<file path="src/sv/dcf77_time_signal_decoder_assert.svh">
// Assertion macros for the time signal decoder
`ifndef DCF77_TIME_SIGNAL_DECODER_ASSERT_SVH
`define DCF77_TIME_SIGNAL_DECODER_ASSERT_SVH

// same-cycle implication, checked out of reset
`define DCF_ASSERT_NOW(label, ante, cons, msg) \
  label: assert property (@(posedge clk) disable iff (!rst_n) (ante) |-> (cons)) \
    else $error(msg);

// next-cycle implication, checked out of reset
`define DCF_ASSERT_NEXT(label, ante, cons, msg) \
  label: assert property (@(posedge clk) disable iff (!rst_n) (ante) |=> (cons)) \
    else $error(msg);

`endif

</file>
<file path="src/sv/dcf_pkg.sv">
package dcf_pkg;

  localparam int FRAME_W = 61;
  localparam int POS_W   = 6;
  localparam int CIDX_W  = 3;
  localparam int CFG_W   = 16;

  localparam logic [CIDX_W-1:0] CFG_MIN_EDGE  = 3'd0;
  localparam logic [CIDX_W-1:0] CFG_MIN_PULSE = 3'd1;
  localparam logic [CIDX_W-1:0] CFG_MAX_PULSE = 3'd2;
  localparam logic [CIDX_W-1:0] CFG_ONE_THR   = 3'd3;
  localparam logic [CIDX_W-1:0] CFG_GAP_LOW   = 3'd4;
  localparam logic [CIDX_W-1:0] CFG_GAP_HIGH  = 3'd5;

  localparam logic [1:0] ST_RISE  = 2'd0;
  localparam logic [1:0] ST_BIT   = 2'd1;
  localparam logic [1:0] ST_SOON  = 2'd2;
  localparam logic [1:0] ST_WIDTH = 2'd3;

  localparam logic [POS_W-1:0] POS_LEAP_ANN  = 6'd19;
  localparam logic [POS_W-1:0] POS_LEAP_SEC  = 6'd59;
  localparam logic [POS_W-1:0] POS_LAST      = 6'd59;
  localparam logic [POS_W-1:0] POS_LEAP_LAST = 6'd60;
  localparam logic [7:0]       LAST_MINUTE   = 8'd59;
  localparam logic [7:0]       CENTURY_YEAR  = 8'd100;
  localparam logic [11:0]      YEAR_BASE     = 12'd2000;

  typedef struct packed {
    logic [CFG_W-1:0] min_edge_period_ms;
    logic [CFG_W-1:0] min_pulse_ms;
    logic [CFG_W-1:0] max_pulse_ms;
    logic [CFG_W-1:0] one_threshold_ms;
    logic [CFG_W-1:0] gap_low_ms;
    logic [CFG_W-1:0] gap_high_ms;
  } dcf_cfg_t;

  typedef struct packed {
    logic        parity_ok;
    logic [7:0]  minute;
    logic [7:0]  hour;
    logic [7:0]  day;
    logic [7:0]  weekday;
    logic [7:0]  month;
    logic [11:0] year;
    logic        summer;
    logic        leap_year;
  } dcf_date_t;

  // weights 1,2,4,8 on the low nibble, 10,20,40,80 on the high nibble
  function automatic logic [7:0] bcd_value(input logic [7:0] v);
    logic [7:0] tens;
    tens = {4'b0, v[7:4]};
    return {4'b0, v[3:0]} + (tens << 3) + (tens << 1);
  endfunction

endpackage

</file>
<file path="src/sv/dcf_cfg_regs.sv">
module dcf_cfg_regs
  import dcf_pkg::*;
(
  input  logic                     clk,
  input  logic                     rst_n,
  input  logic                     wr_en,
  input  logic [CIDX_W-1:0]        wr_index,
  input  logic [CFG_W-1:0]         wr_data,
  output dcf_cfg_t                 cfg
);

  dcf_cfg_t cfg_r;
  dcf_cfg_t cfg_nxt;

  always_comb begin
    cfg_nxt = cfg_r;
    if (wr_en) begin
      unique case (wr_index)
        CFG_MIN_EDGE:  cfg_nxt.min_edge_period_ms = wr_data;
        CFG_MIN_PULSE: cfg_nxt.min_pulse_ms       = wr_data;
        CFG_MAX_PULSE: cfg_nxt.max_pulse_ms       = wr_data;
        CFG_ONE_THR:   cfg_nxt.one_threshold_ms   = wr_data;
        CFG_GAP_LOW:   cfg_nxt.gap_low_ms         = wr_data;
        CFG_GAP_HIGH:  cfg_nxt.gap_high_ms        = wr_data;
        default:       cfg_nxt = cfg_r;
      endcase
    end
  end

  always_ff @(posedge clk) begin
    if (!rst_n) begin
      cfg_r.min_edge_period_ms <= 16'd900;
      cfg_r.min_pulse_ms       <= 16'd70;
      cfg_r.max_pulse_ms       <= 16'd230;
      cfg_r.one_threshold_ms   <= 16'd170;
      cfg_r.gap_low_ms         <= 16'd1900;
      cfg_r.gap_high_ms        <= 16'd2100;
    end else begin
      cfg_r <= cfg_nxt;
    end
  end

  assign cfg = cfg_r;

endmodule

</file>
<file path="src/sv/dcf_frame_dec.sv">
module dcf_frame_dec
  import dcf_pkg::*;
(
  input  logic [FRAME_W-1:0] frame,
  output dcf_date_t          date
);

  logic [7:0] year_bcd;

  always_comb begin
    year_bcd       = bcd_value(frame[57:50]);
    date.parity_ok = !(^frame[28:21]) && !(^frame[35:29]) && !(^frame[58:36]);
    date.minute    = bcd_value({1'b0, frame[27:21]});
    date.hour      = bcd_value({2'b0, frame[34:29]});
    date.day       = bcd_value({2'b0, frame[41:36]});
    date.weekday   = bcd_value({5'b0, frame[44:42]});
    date.month     = bcd_value({3'b0, frame[49:45]});
    date.year      = {4'b0, year_bcd} + YEAR_BASE;
    date.summer    = frame[17];
    // years 2000..2165: divisible by 4, except 2100
    date.leap_year = (year_bcd[1:0] == 2'b00) && (year_bcd != CENTURY_YEAR);
  end

endmodule

</file>
<file path="src/sv/dcf77_time_signal_decoder.sv">
// Time signal decoder for a 77.5 kHz long-wave time code receiver.
// Input channel: one word per signal edge, in_level (1 rising, 0 falling)
// and in_time_ms, a free-running 32-bit millisecond timestamp.
// Output channel: one word per input word, carrying the date registers,
// the validity flag, the edge status and a minute-complete flag.
// Config channel: cfg_index selects one of six 16-bit thresholds; writes
// are always accepted (cfg_ready tied high), indexes above five ignored.
// A word accepted into the input register passes through the compute stage
// into the output register. Throughput: one word per cycle while out_ready
// is high, set by the single compute stage between the two registers.
// The output register holds its word while out_ready is low; the input
// register still takes one more word, then in_ready drops until the output
// frees up.
// Reset: thresholds return to 900/70/230/170/1900/2100 ms, frame buffer and
// timestamps clear, the internal date fields hold 255 (year 255) with summer
// and leap flags set, the stored validity flag is low; out_valid is low.
module dcf77_time_signal_decoder
  import dcf_pkg::*;
(
  input  logic                clk,
  input  logic                rst_n,
  input  logic                in_valid,
  output logic                in_ready,
  input  logic                in_level,
  input  logic [31:0]         in_time_ms,
  output logic                out_valid,
  input  logic                out_ready,
  output logic                out_date_valid,
  output logic [7:0]          out_minute,
  output logic [7:0]          out_hour,
  output logic [7:0]          out_day,
  output logic [7:0]          out_weekday,
  output logic [7:0]          out_month,
  output logic [11:0]         out_year,
  output logic                out_summer_time,
  output logic                out_leap_year,
  output logic [1:0]          out_edge_status,
  output logic                out_minute_done,
  input  logic                cfg_valid,
  output logic                cfg_ready,
  input  logic [CIDX_W-1:0]   cfg_index,
  input  logic [CFG_W-1:0]    cfg_data
);

  `include "dcf77_time_signal_decoder_assert.svh"

  dcf_cfg_t  cfg;
  dcf_date_t dec;

  logic        in_valid_r;
  logic        in_level_r;
  logic [31:0] in_time_r;
  logic        out_valid_r;

  logic [31:0]        lead_r, lead_nxt;
  logic [31:0]        prev_r, prev_nxt;
  logic [FRAME_W-1:0] frame_r, frame_nxt;
  logic [POS_W-1:0]   pos_r, pos_nxt;
  logic               la_r, la_nxt;
  logic               ls_r, ls_nxt;
  logic               sig_r, sig_nxt;
  dcf_date_t          date_r, date_nxt;
  logic [1:0]         status_nxt;
  logic               done_nxt;

  logic               adv;
  logic               fire;
  logic [31:0]        period;
  logic [31:0]        width;
  logic               too_soon;
  logic               bad_width;
  logic               bit_val;
  logic               is_minute;
  logic               take;
  logic [FRAME_W-1:0] frame_base;
  logic [POS_W-1:0]   pos_base;
  logic [POS_W-1:0]   pos_inc;

  dcf_cfg_regs u_cfg (
    .clk      (clk),
    .rst_n    (rst_n),
    .wr_en    (cfg_valid),
    .wr_index (cfg_index),
    .wr_data  (cfg_data),
    .cfg      (cfg)
  );

  dcf_frame_dec u_dec (
    .frame (frame_r),
    .date  (dec)
  );

  assign cfg_ready = 1'b1;
  assign adv       = !out_valid_r || out_ready;
  assign in_ready  = !in_valid_r || adv;
  assign fire      = in_valid_r && adv;
  assign out_valid = out_valid_r;

  always_comb begin
    period    = lead_r - prev_r;
    width     = in_time_r - lead_r;
    too_soon  = period < {16'b0, cfg.min_edge_period_ms};
    bad_width = (width < {16'b0, cfg.min_pulse_ms}) || (width > {16'b0, cfg.max_pulse_ms});
    bit_val   = !(width < {16'b0, cfg.one_threshold_ms});
    is_minute = (period > {16'b0, cfg.gap_low_ms}) && (period < {16'b0, cfg.gap_high_ms});
    take      = dec.parity_ok &&
                ((pos_r == POS_LAST) ||
                 ((pos_r == POS_LEAP_LAST) && la_r && (date_r.minute == LAST_MINUTE) &&
                  !ls_r));

    lead_nxt   = lead_r;
    prev_nxt   = prev_r;
    frame_nxt  = frame_r;
    pos_nxt    = pos_r;
    la_nxt     = la_r;
    ls_nxt     = ls_r;
    sig_nxt    = sig_r;
    date_nxt   = date_r;
    status_nxt = ST_RISE;
    done_nxt   = 1'b0;
    frame_base = frame_r;
    pos_base   = pos_r;
    pos_inc    = pos_r;

    if (in_level_r) begin
      lead_nxt = in_time_r;
    end else if (too_soon || bad_width) begin
      status_nxt = too_soon ? ST_SOON : ST_WIDTH;
      prev_nxt   = lead_r;
    end else begin
      status_nxt = ST_BIT;
      prev_nxt   = lead_r;
      if (is_minute) begin
        done_nxt   = 1'b1;
        sig_nxt    = take;
        frame_base = '0;
        pos_base   = '0;
        if (take) begin
          date_nxt = dec;
        end
      end
      frame_nxt = frame_base | (FRAME_W'(bit_val) << pos_base);
      if (pos_base == POS_LEAP_ANN) begin
        la_nxt = bit_val;
      end
      if (pos_base == POS_LEAP_SEC) begin
        ls_nxt = bit_val;
      end
      pos_inc = pos_base + POS_W'(1);
      if ((pos_inc > POS_LAST) && !((pos_inc == POS_LEAP_LAST) && la_nxt)) begin
        pos_nxt = '0;
      end else begin
        pos_nxt = pos_inc;
      end
    end
  end

  always_ff @(posedge clk) begin
    if (!rst_n) begin
      in_valid_r  <= 1'b0;
      out_valid_r <= 1'b0;
      lead_r      <= '0;
      prev_r      <= '0;
      frame_r     <= '0;
      pos_r       <= '0;
      la_r        <= 1'b0;
      ls_r        <= 1'b0;
      sig_r       <= 1'b0;
      date_r      <= '{parity_ok: 1'b0, minute: 8'd255, hour: 8'd255, day: 8'd255,
                       weekday: 8'd255, month: 8'd255, year: 12'd255,
                       summer: 1'b1, leap_year: 1'b1};
    end else begin
      if (in_ready) begin
        in_valid_r <= in_valid;
      end
      if (adv) begin
        out_valid_r <= in_valid_r;
      end
      if (fire) begin
        lead_r  <= lead_nxt;
        prev_r  <= prev_nxt;
        frame_r <= frame_nxt;
        pos_r   <= pos_nxt;
        la_r    <= la_nxt;
        ls_r    <= ls_nxt;
        sig_r   <= sig_nxt;
        date_r  <= date_nxt;
      end
    end
  end

  always_ff @(posedge clk) begin
    if (in_ready && in_valid) begin
      in_level_r <= in_level;
      in_time_r  <= in_time_ms;
    end
    if (fire) begin
      out_date_valid  <= sig_nxt;
      out_minute      <= date_nxt.minute;
      out_hour        <= date_nxt.hour;
      out_day         <= date_nxt.day;
      out_weekday     <= date_nxt.weekday;
      out_month       <= date_nxt.month;
      out_year        <= date_nxt.year;
      out_summer_time <= date_nxt.summer;
      out_leap_year   <= date_nxt.leap_year;
      out_edge_status <= status_nxt;
      out_minute_done <= done_nxt;
    end
  end

  `DCF_ASSERT_NOW(a_done_is_bit, out_valid_r && out_minute_done,
    out_edge_status == ST_BIT, "minute_done without an accepted bit")
  `DCF_ASSERT_NOW(a_pos_leap, pos_r == POS_LEAP_LAST, la_r,
    "bit position 60 without leap announcement")
  `DCF_ASSERT_NOW(a_pos_range, 1'b1, pos_r <= POS_LEAP_LAST,
    "bit position beyond 60")
  `DCF_ASSERT_NEXT(a_rise_status, fire && in_level_r,
    out_edge_status == ST_RISE && !out_minute_done, "rising edge reported wrong")

endmodule
</file>
<file path="config.mk">
export PLATFORM = sky130hd
export DESIGN_NAME = dcf77_time_signal_decoder
export DESIGN_NICKNAME = d
export VERILOG_FILES = /design/src/sv/dcf_pkg.sv /design/src/sv/dcf_cfg_regs.sv /design/src/sv/dcf_frame_dec.sv /design/src/sv/dcf77_time_signal_decoder.sv
export VERILOG_INCLUDE_DIRS = /design/src /design/src/sv
export SDC_FILE = /design/constraint.sdc
export NUM_CORES = 1
export LEC_CHECK = 0
export BUFFER_PORTS_ARGS = -buffer_cell sky130_fd_sc_hd__buf_2
export CORE_UTILIZATION = 24
export DETAILED_ROUTE_END_ITERATION = 10
export GPL_TIMING_DRIVEN = 0
export SYNTH_ARGS = -nofsm -noshare
export SYNTH_HDL_FRONTEND = slang
export SYNTH_SLANG_ARGS = --single-unit
export TNS_END_PERCENT = 5
</file>
<file path="constraint.sdc">
create_clock -name clk -period 10.25 [get_ports clk]
set_clock_uncertainty 0.05 [all_clocks]
set_input_delay 2.05 -clock clk [delete_from_list [all_inputs] [get_ports clk]]
set_output_delay 2.05 -clock clk [all_outputs]
set_load 0.02 [all_outputs]
</file>
==> impl_metrics.ini, run 1 <==
[layout]
drive_above_1_share_pct = 9.48
nets = 2798
antennaDiodeCount = 0
fin_cells = 3718
area_growth_pct = 16.3

[synthesis]
yosysUniqueCellTypes = 76
synth.avg_cell_area_sq_um = 8.50
synthArstFlopShare_pct = 0
syn_area_sq_mm = 0.0204
synth_area_leader_cell = dfxtp_1
ys_seq_area_share_pct = 39.4
synth.top_cell.area_share_pct = 26.0
yosys_register_bits = 355
synth_area_leaders = dfxtp_1 (26%), edfxtp_1 (13%), ha_1 (11%), nand2_1 (9.5%), a21oi_1 (6.2%)
syn-num-nets = 2641
synth_ff_type = dfxtp_1
synth_edf_count = 91
yosysMostFrequentCell = nand2_1
ys_top_cells_by_count = nand2_1 (513), dfxtp_1 (264), a21oi_1 (251), ha_1 (181), inv_1 (180)
yosysWarnings = 0
synth_cells = 2396

[worst_setup_path]
critPathKind = reg -> reg
worst-path-buf-inv = 4
crit_top_cell = ha_1
startpoint_type = flop
cp-startpoint = prev_r[1]
critPathTopFamily = compound AO/OA/AOI/OAI gates
worstRegToRegCells = 24
endpoint = pos_r[2]
worstPathRequired_ns = 10.63
crit_cells = 24
crit_chain = inv_1 -> ha_1 -> nor2b_1 -> o2111ai_1 -> a2111oi_2 -> or3_1 -> buf_2 -> xor2_1 -> ha_1 -> and4_1 -> and4_1 -> a211oi_1 -> o21ai_0 -> a211oi_1 -> o211a_1 -> nand4bb_1 -> clkbuf_1 -> clkbuf_1 -> and2_1 -> ha_1 -> a211o_1 -> and3_1 -> o211ai_1 -> o21ai_0
cp_slowest_cell = a2111oi_2
reg2reg_slack_ns = 3.58
r2r-start = prev_r[1]
cp_max_fo = 10
critPathCaptureType = flop
reg2reg_to = pos_r[2]
cpPeakStageDelay_ns = 0.67
cp.arrival_ns = 7.05

[timing]
setup_viol = 0
hold_violations = 0
rsz0062_at_grt = false
hold_ws_ns = 0.383
slew_viol_final = 0
tns_ns = 0
setup_ws_ns = 3.58
relSlewSlack_pct = 24.9
period_share_pct = 65.0
fmax_ghz = 0.150
period_needed_ns = 6.67
max_slew.worst_pin.slew_ns = 1.12

[clock_network]
postCtsSetupBuffers = 0
clockRootBuffer = clkbuf_16
hold_buffers = 0
cts_sinks = 355
h-tree-depth = 2
cts_tree = built
insertion_delay_ns = 0.57
cts-resized-gates = 0
path_clk_slew_ns = 0.06
cts_buffer_depth = 3
cts_made_buffers = 40

[floorplanning]
die_h_um = 293
ios = 118
die_w_um = 293
die-area_sq_mm = 0.0860
rows = 106
start_util_pct = 24.3
coreArea_sq_mm = 0.0838

[grt]
grt_usage_pct = 13.6
grt_pass1_wl_um = 92600
grt_pass1_vias = 16400
grt_overflow = 0
antenna_found_initial = 0
grt_start_max_net_pins = 62

[flow_run]
drv_cap = 0

[route]
vias = 17300
ant_nets = 0
drc_errors = 0
wirelength_um = 59300
drtIter0Drc = 1298
dr.pass1.iters = 5
wl_per_cell_um = 16.0
vias_per_cell = 4.64

[power]
finalPower_w = 0.00353
peakVddDrop_mv = 0.109
powerDensity_mw_per_mm2 = 149
power_leakage_nw = 8.83

[placement]
pre_cts_slack_ns = 3.48
place_inst = 3645
port_buffers = 115
hpwl_um = 45500
place.gp.congestion = 0.895

[run_status]
outcome = finished clean

[hold_path]
min_path_type = reg -> reg
cell usage in the layout, fill, tap and decap left out, drive strengths merged, types with 45 or more instances in the layout:
cell    netlist  final
edfxtp       91     91
inv         180    180
nand3        61     61
ha          181    181
nor2         62     62
nand2       513    513
xnor2        68     68
buf          15    130
clkbuf       94    151
o211ai       45     45
a21oi       251    251
dfxtp       264    264
o21ai        95     95
state kept, by name, summed over array words and instances (netlist names), 12 cells and up:
| register | count |
|---|---|
| u_cfg.cfg | 96 |
| out_year | 12 |
| in_time_r | 32 |
| lead_r | 32 |
| date_r | 54 |
| frame_r | 39 |
| prev_r | 32 |
per-stage QoR:
step / utilization [%] / area, sq um
floorplan: - / 20400
global placement: 26.7 / 22400
detailed placement: 26.7 / 22400
CTS: 28.2 / 23700
global route: 28.2 / 23700
finish: 28.2 / 23700
layout make-up:
cell class                 count  area [sq um]
clock buffer                  57          1180
buffer                       109           452
timing repair buffer         115           576
sequential                   355          8020
inverter                     180           676
tap                         1134          1420
multi-input combinational   1752         11200
fill                        9083         60100
clock inverter                16           138
report_power, final:
group / total [W] / internal (W) / switching [W] / leakage (nW)
sequential: 0.00148 / 0.00146 / 0.0000194 / 2.84
combinational: 0.000602 / 0.000229 / 0.000373 / 5.35
clock: 0.00145 / 0.000851 / 0.000594 / 0.647
worst min path at each step:
stage                     slack [ns]  depth (start not counted)       start    endpoint
after global placement          0.38                          2  date_r[20]  date_r[20]
after floorplan                 0.37                          2  date_r[19]  date_r[19]
after detailed placement        0.38                          2  date_r[19]  date_r[19]
final                           0.38                          2  date_r[29]  date_r[29]
after global routing            0.40                          2  date_r[29]  date_r[29]
after CTS                       0.39                          2  date_r[19]  date_r[19]
routing by layer:
metal | part of all wire (%) | vias to the layer above | track usage (%)
met5 | 0 | - | 0
met2 | 47 | 408 | 23.5
met1 | 46 | 8087 | 17.9
met4 | 2.0 | 0 | 3.37
li1 | - | 8687 | -
met3 | 4.4 | 76 | 1.85
logic make-up (layout without fill, tap and decap cells):
| logic type | Yosys count | count (layout) | share of synthesized area (%) |
|---|---|---|---|
| and+or+nand+nor | 848 | 848 | 19.1 |
| AOI/OAI and AO/OA | 562 | 562 | 16.9 |
| DFF | 355 | 355 | 39.4 |
| buffers and inverters | 289 | 477 | 5.54 |
| adders and majority gates | 188 | 188 | 11.8 |
| xor gates and xnor gates | 89 | 89 | 3.83 |
| muxes | 64 | 64 | 3.40 |
| other | 1 | 1 | 0.0184 |
worst reg2reg max path: stages, from the launching register on:
cell	delay (ns)
dfxtp_1	0.37
inv_1	0.07
ha_1	0.27
nor2b_1	0.18
o2111ai_1	0.30
a2111oi_2	0.67
or3_1	0.18
buf_2	0.18
xor2_1	0.45
ha_1	0.36
and4_1	0.24
and4_1	0.21
a211oi_1	0.18
o21ai_0	0.11
a211oi_1	0.60
o211a_1	0.28
nand4bb_1	0.10
clkbuf_1	0.23
clkbuf_1	0.28
and2_1	0.23
ha_1	0.20
a211o_1	0.35
and3_1	0.20
o211ai_1	0.14
o21ai_0	0.11
Note: power is estimated with default switching activity, not from simulation.
==> inputs of run 2 (changes only) <==
clock period = 5.8 ns   (was 10.25 ns; I/O delays follow)
==> impl_metrics.ini, run 2 (synthesis results as in run 1) <==
[route]
wl_per_cell_um = 15.9
vias = 17300
wirelength_um = 59400
vias_per_cell = 4.63
drtIter0Drc = 1272
drc_errors = 0
dr.pass1.iters = 6
ant_nets = 0

[timing]
relSlewSlack_pct = 23.4
setup_viol = 0
max_slew.worst_pin.slew_ns = 1.12
setup_ws_ns = 0.251
rsz0062_at_grt = true
fmax_ghz = 0.180
period_needed_ns = 5.55
slew_viol_final = 0
period_share_pct = 95.7
hold_violations = 0

[worst_setup_path]
cpPeakStageDelay_ns = 0.42
critPathTopFamily = compound AO/OA/AOI/OAI gates
cp_max_fo = 10
worst-path-buf-inv = 5
cp.arrival_ns = 5.93
critPathCaptureType = flop
worstPathRequired_ns = 6.18
crit_top_cell = ha_1
critPathKind = reg -> reg
startpoint_type = flop
cp_slowest_cell = fa_1

[grt]
grt_pass1_wl_um = 92900
grt_overflow = 0
antenna_found_initial = 0
grt_usage_pct = 13.7
grt_pass1_vias = 16400
grt_start_max_net_pins = 62

[clock_network]
insertion_delay_ns = 0.57
hold_buffers = 0
path_clk_slew_ns = 0.06
cts_tree = built
cts_sinks = 355
h-tree-depth = 2
cts_buffer_depth = 3
clockRootBuffer = clkbuf_16
cts_made_buffers = 40

[floorplanning]
start_util_pct = 24.3
die_h_um = 293
die_w_um = 293
die-area_sq_mm = 0.0860
rows = 106
coreArea_sq_mm = 0.0838
ios = 118

[layout]
antennaDiodeCount = 0
area_growth_pct = 17.8
nets = 2806
largest_register_ffs = 96
final_common_cell = nand2_1
drive_above_1_share_pct = 11.3
most-common-layout-cells = nand2_1 (513), dfxtp_1 (261), a21oi_1 (246), inv_1 (180), ha_1 (178)

[power]
pwr-share-clk_pct = 40.6
p_int_w = 0.00452
netSwitchingFraction_pct = 28.1
seq_power_share_pct = 41.6
power_leakage_nw = 8.96
p_sw_w = 0.00177
pwr-share-comb_pct = 17.8
finalPower_w = 0.00629
peakVddDrop_mv = 0.192
powerDensity_mw_per_mm2 = 262

[placement]
port_buffers = 115
pre_cts_slack_ns = -0.969
place.gp.congestion = 0.895
hpwl_um = 45500

[flow_run]
drv_cap = 0

[run_status]
outcome = finished clean

[hold_path]
min_path_type = reg -> reg
run 2: cell count changes in the layout (fill, tap and decap cells not counted), sizes merged:
cell,delta
buf,+11
clkbuf,-3
run 2: area by class of cell:
cell class                 count  area (sq um)
inverter                     180           676
timing repair buffer         125           663
fill                        9051         59800
tap                         1134          1420
multi-input combinational   1752         11400
clock buffer                  57          1180
clock inverter                16           138
buffer                       107           460
sequential                   355          8020
run 2: worst min-delay path: stages (launching register included):
cell and delay, ns:
dfxtp_1 0.30, nand2_1 0.05, nand2_1 0.04
run 2: path summary, 6_finish.rpt:
check                           slack, ns       start    endpoint  cells past startpoint
worst max-delay path                 0.25   lead_r[0]    pos_r[2]                     27
worst min-delay path                 0.38  date_r[29]  date_r[29]                      2
worst max register to register       0.25   lead_r[0]    pos_r[2]                     27
worst min register to register       0.38  date_r[29]  date_r[29]                      2
run 2: power by group through the flow:
stage                     Combinational [W]  Clock, W  Sequential [W]
after detailed placement            0.00106         0         0.00267
after global placement              0.00105         0         0.00267
after CTS                           0.00110   0.00263         0.00262
after floorplan                    0.000745         0         0.00266
final                               0.00112   0.00256         0.00262
after global routing                0.00125   0.00273         0.00262
run 2: metrics by stage:
stage | instances | hold WS (ns) | util [%] | cell area (sq um) | setup TNS, ns
2_1_floorplan | 2396 | 0.366 | - | 20400 | 0
3_3_place_gp | 3645 | 0.375 | 26.7 | 22400 | -79.64
3_5_place_dp | 3645 | 0.378 | 26.7 | 22400 | -79.13
4_1_cts | 3723 | 0.388 | 28.4 | 23800 | 0
5_1_grt | 3726 | 0.404 | 28.6 | 24000 | -0.0123
6_report | 3726 | 0.383 | 28.6 | 24000 | 0
run 2: per-layer routing:
metal | GRT usage [%] | part of all wire, %
met1 | 17.9 | 45
met2 | 23.6 | 47
met3 | 1.85 | 5.1
met4 | 3.29 | 1.9
met5 | 0 | 0
run 2: what timing repair did:
item | 4_1_cts | 5_1_grt
setup buffers | 6 | 4
resized for setup | 17 | 38
endpoints found under the setup margin | 157 | 117
pin swaps | 5 | 3
hold endpoints to repair | 0 | 0
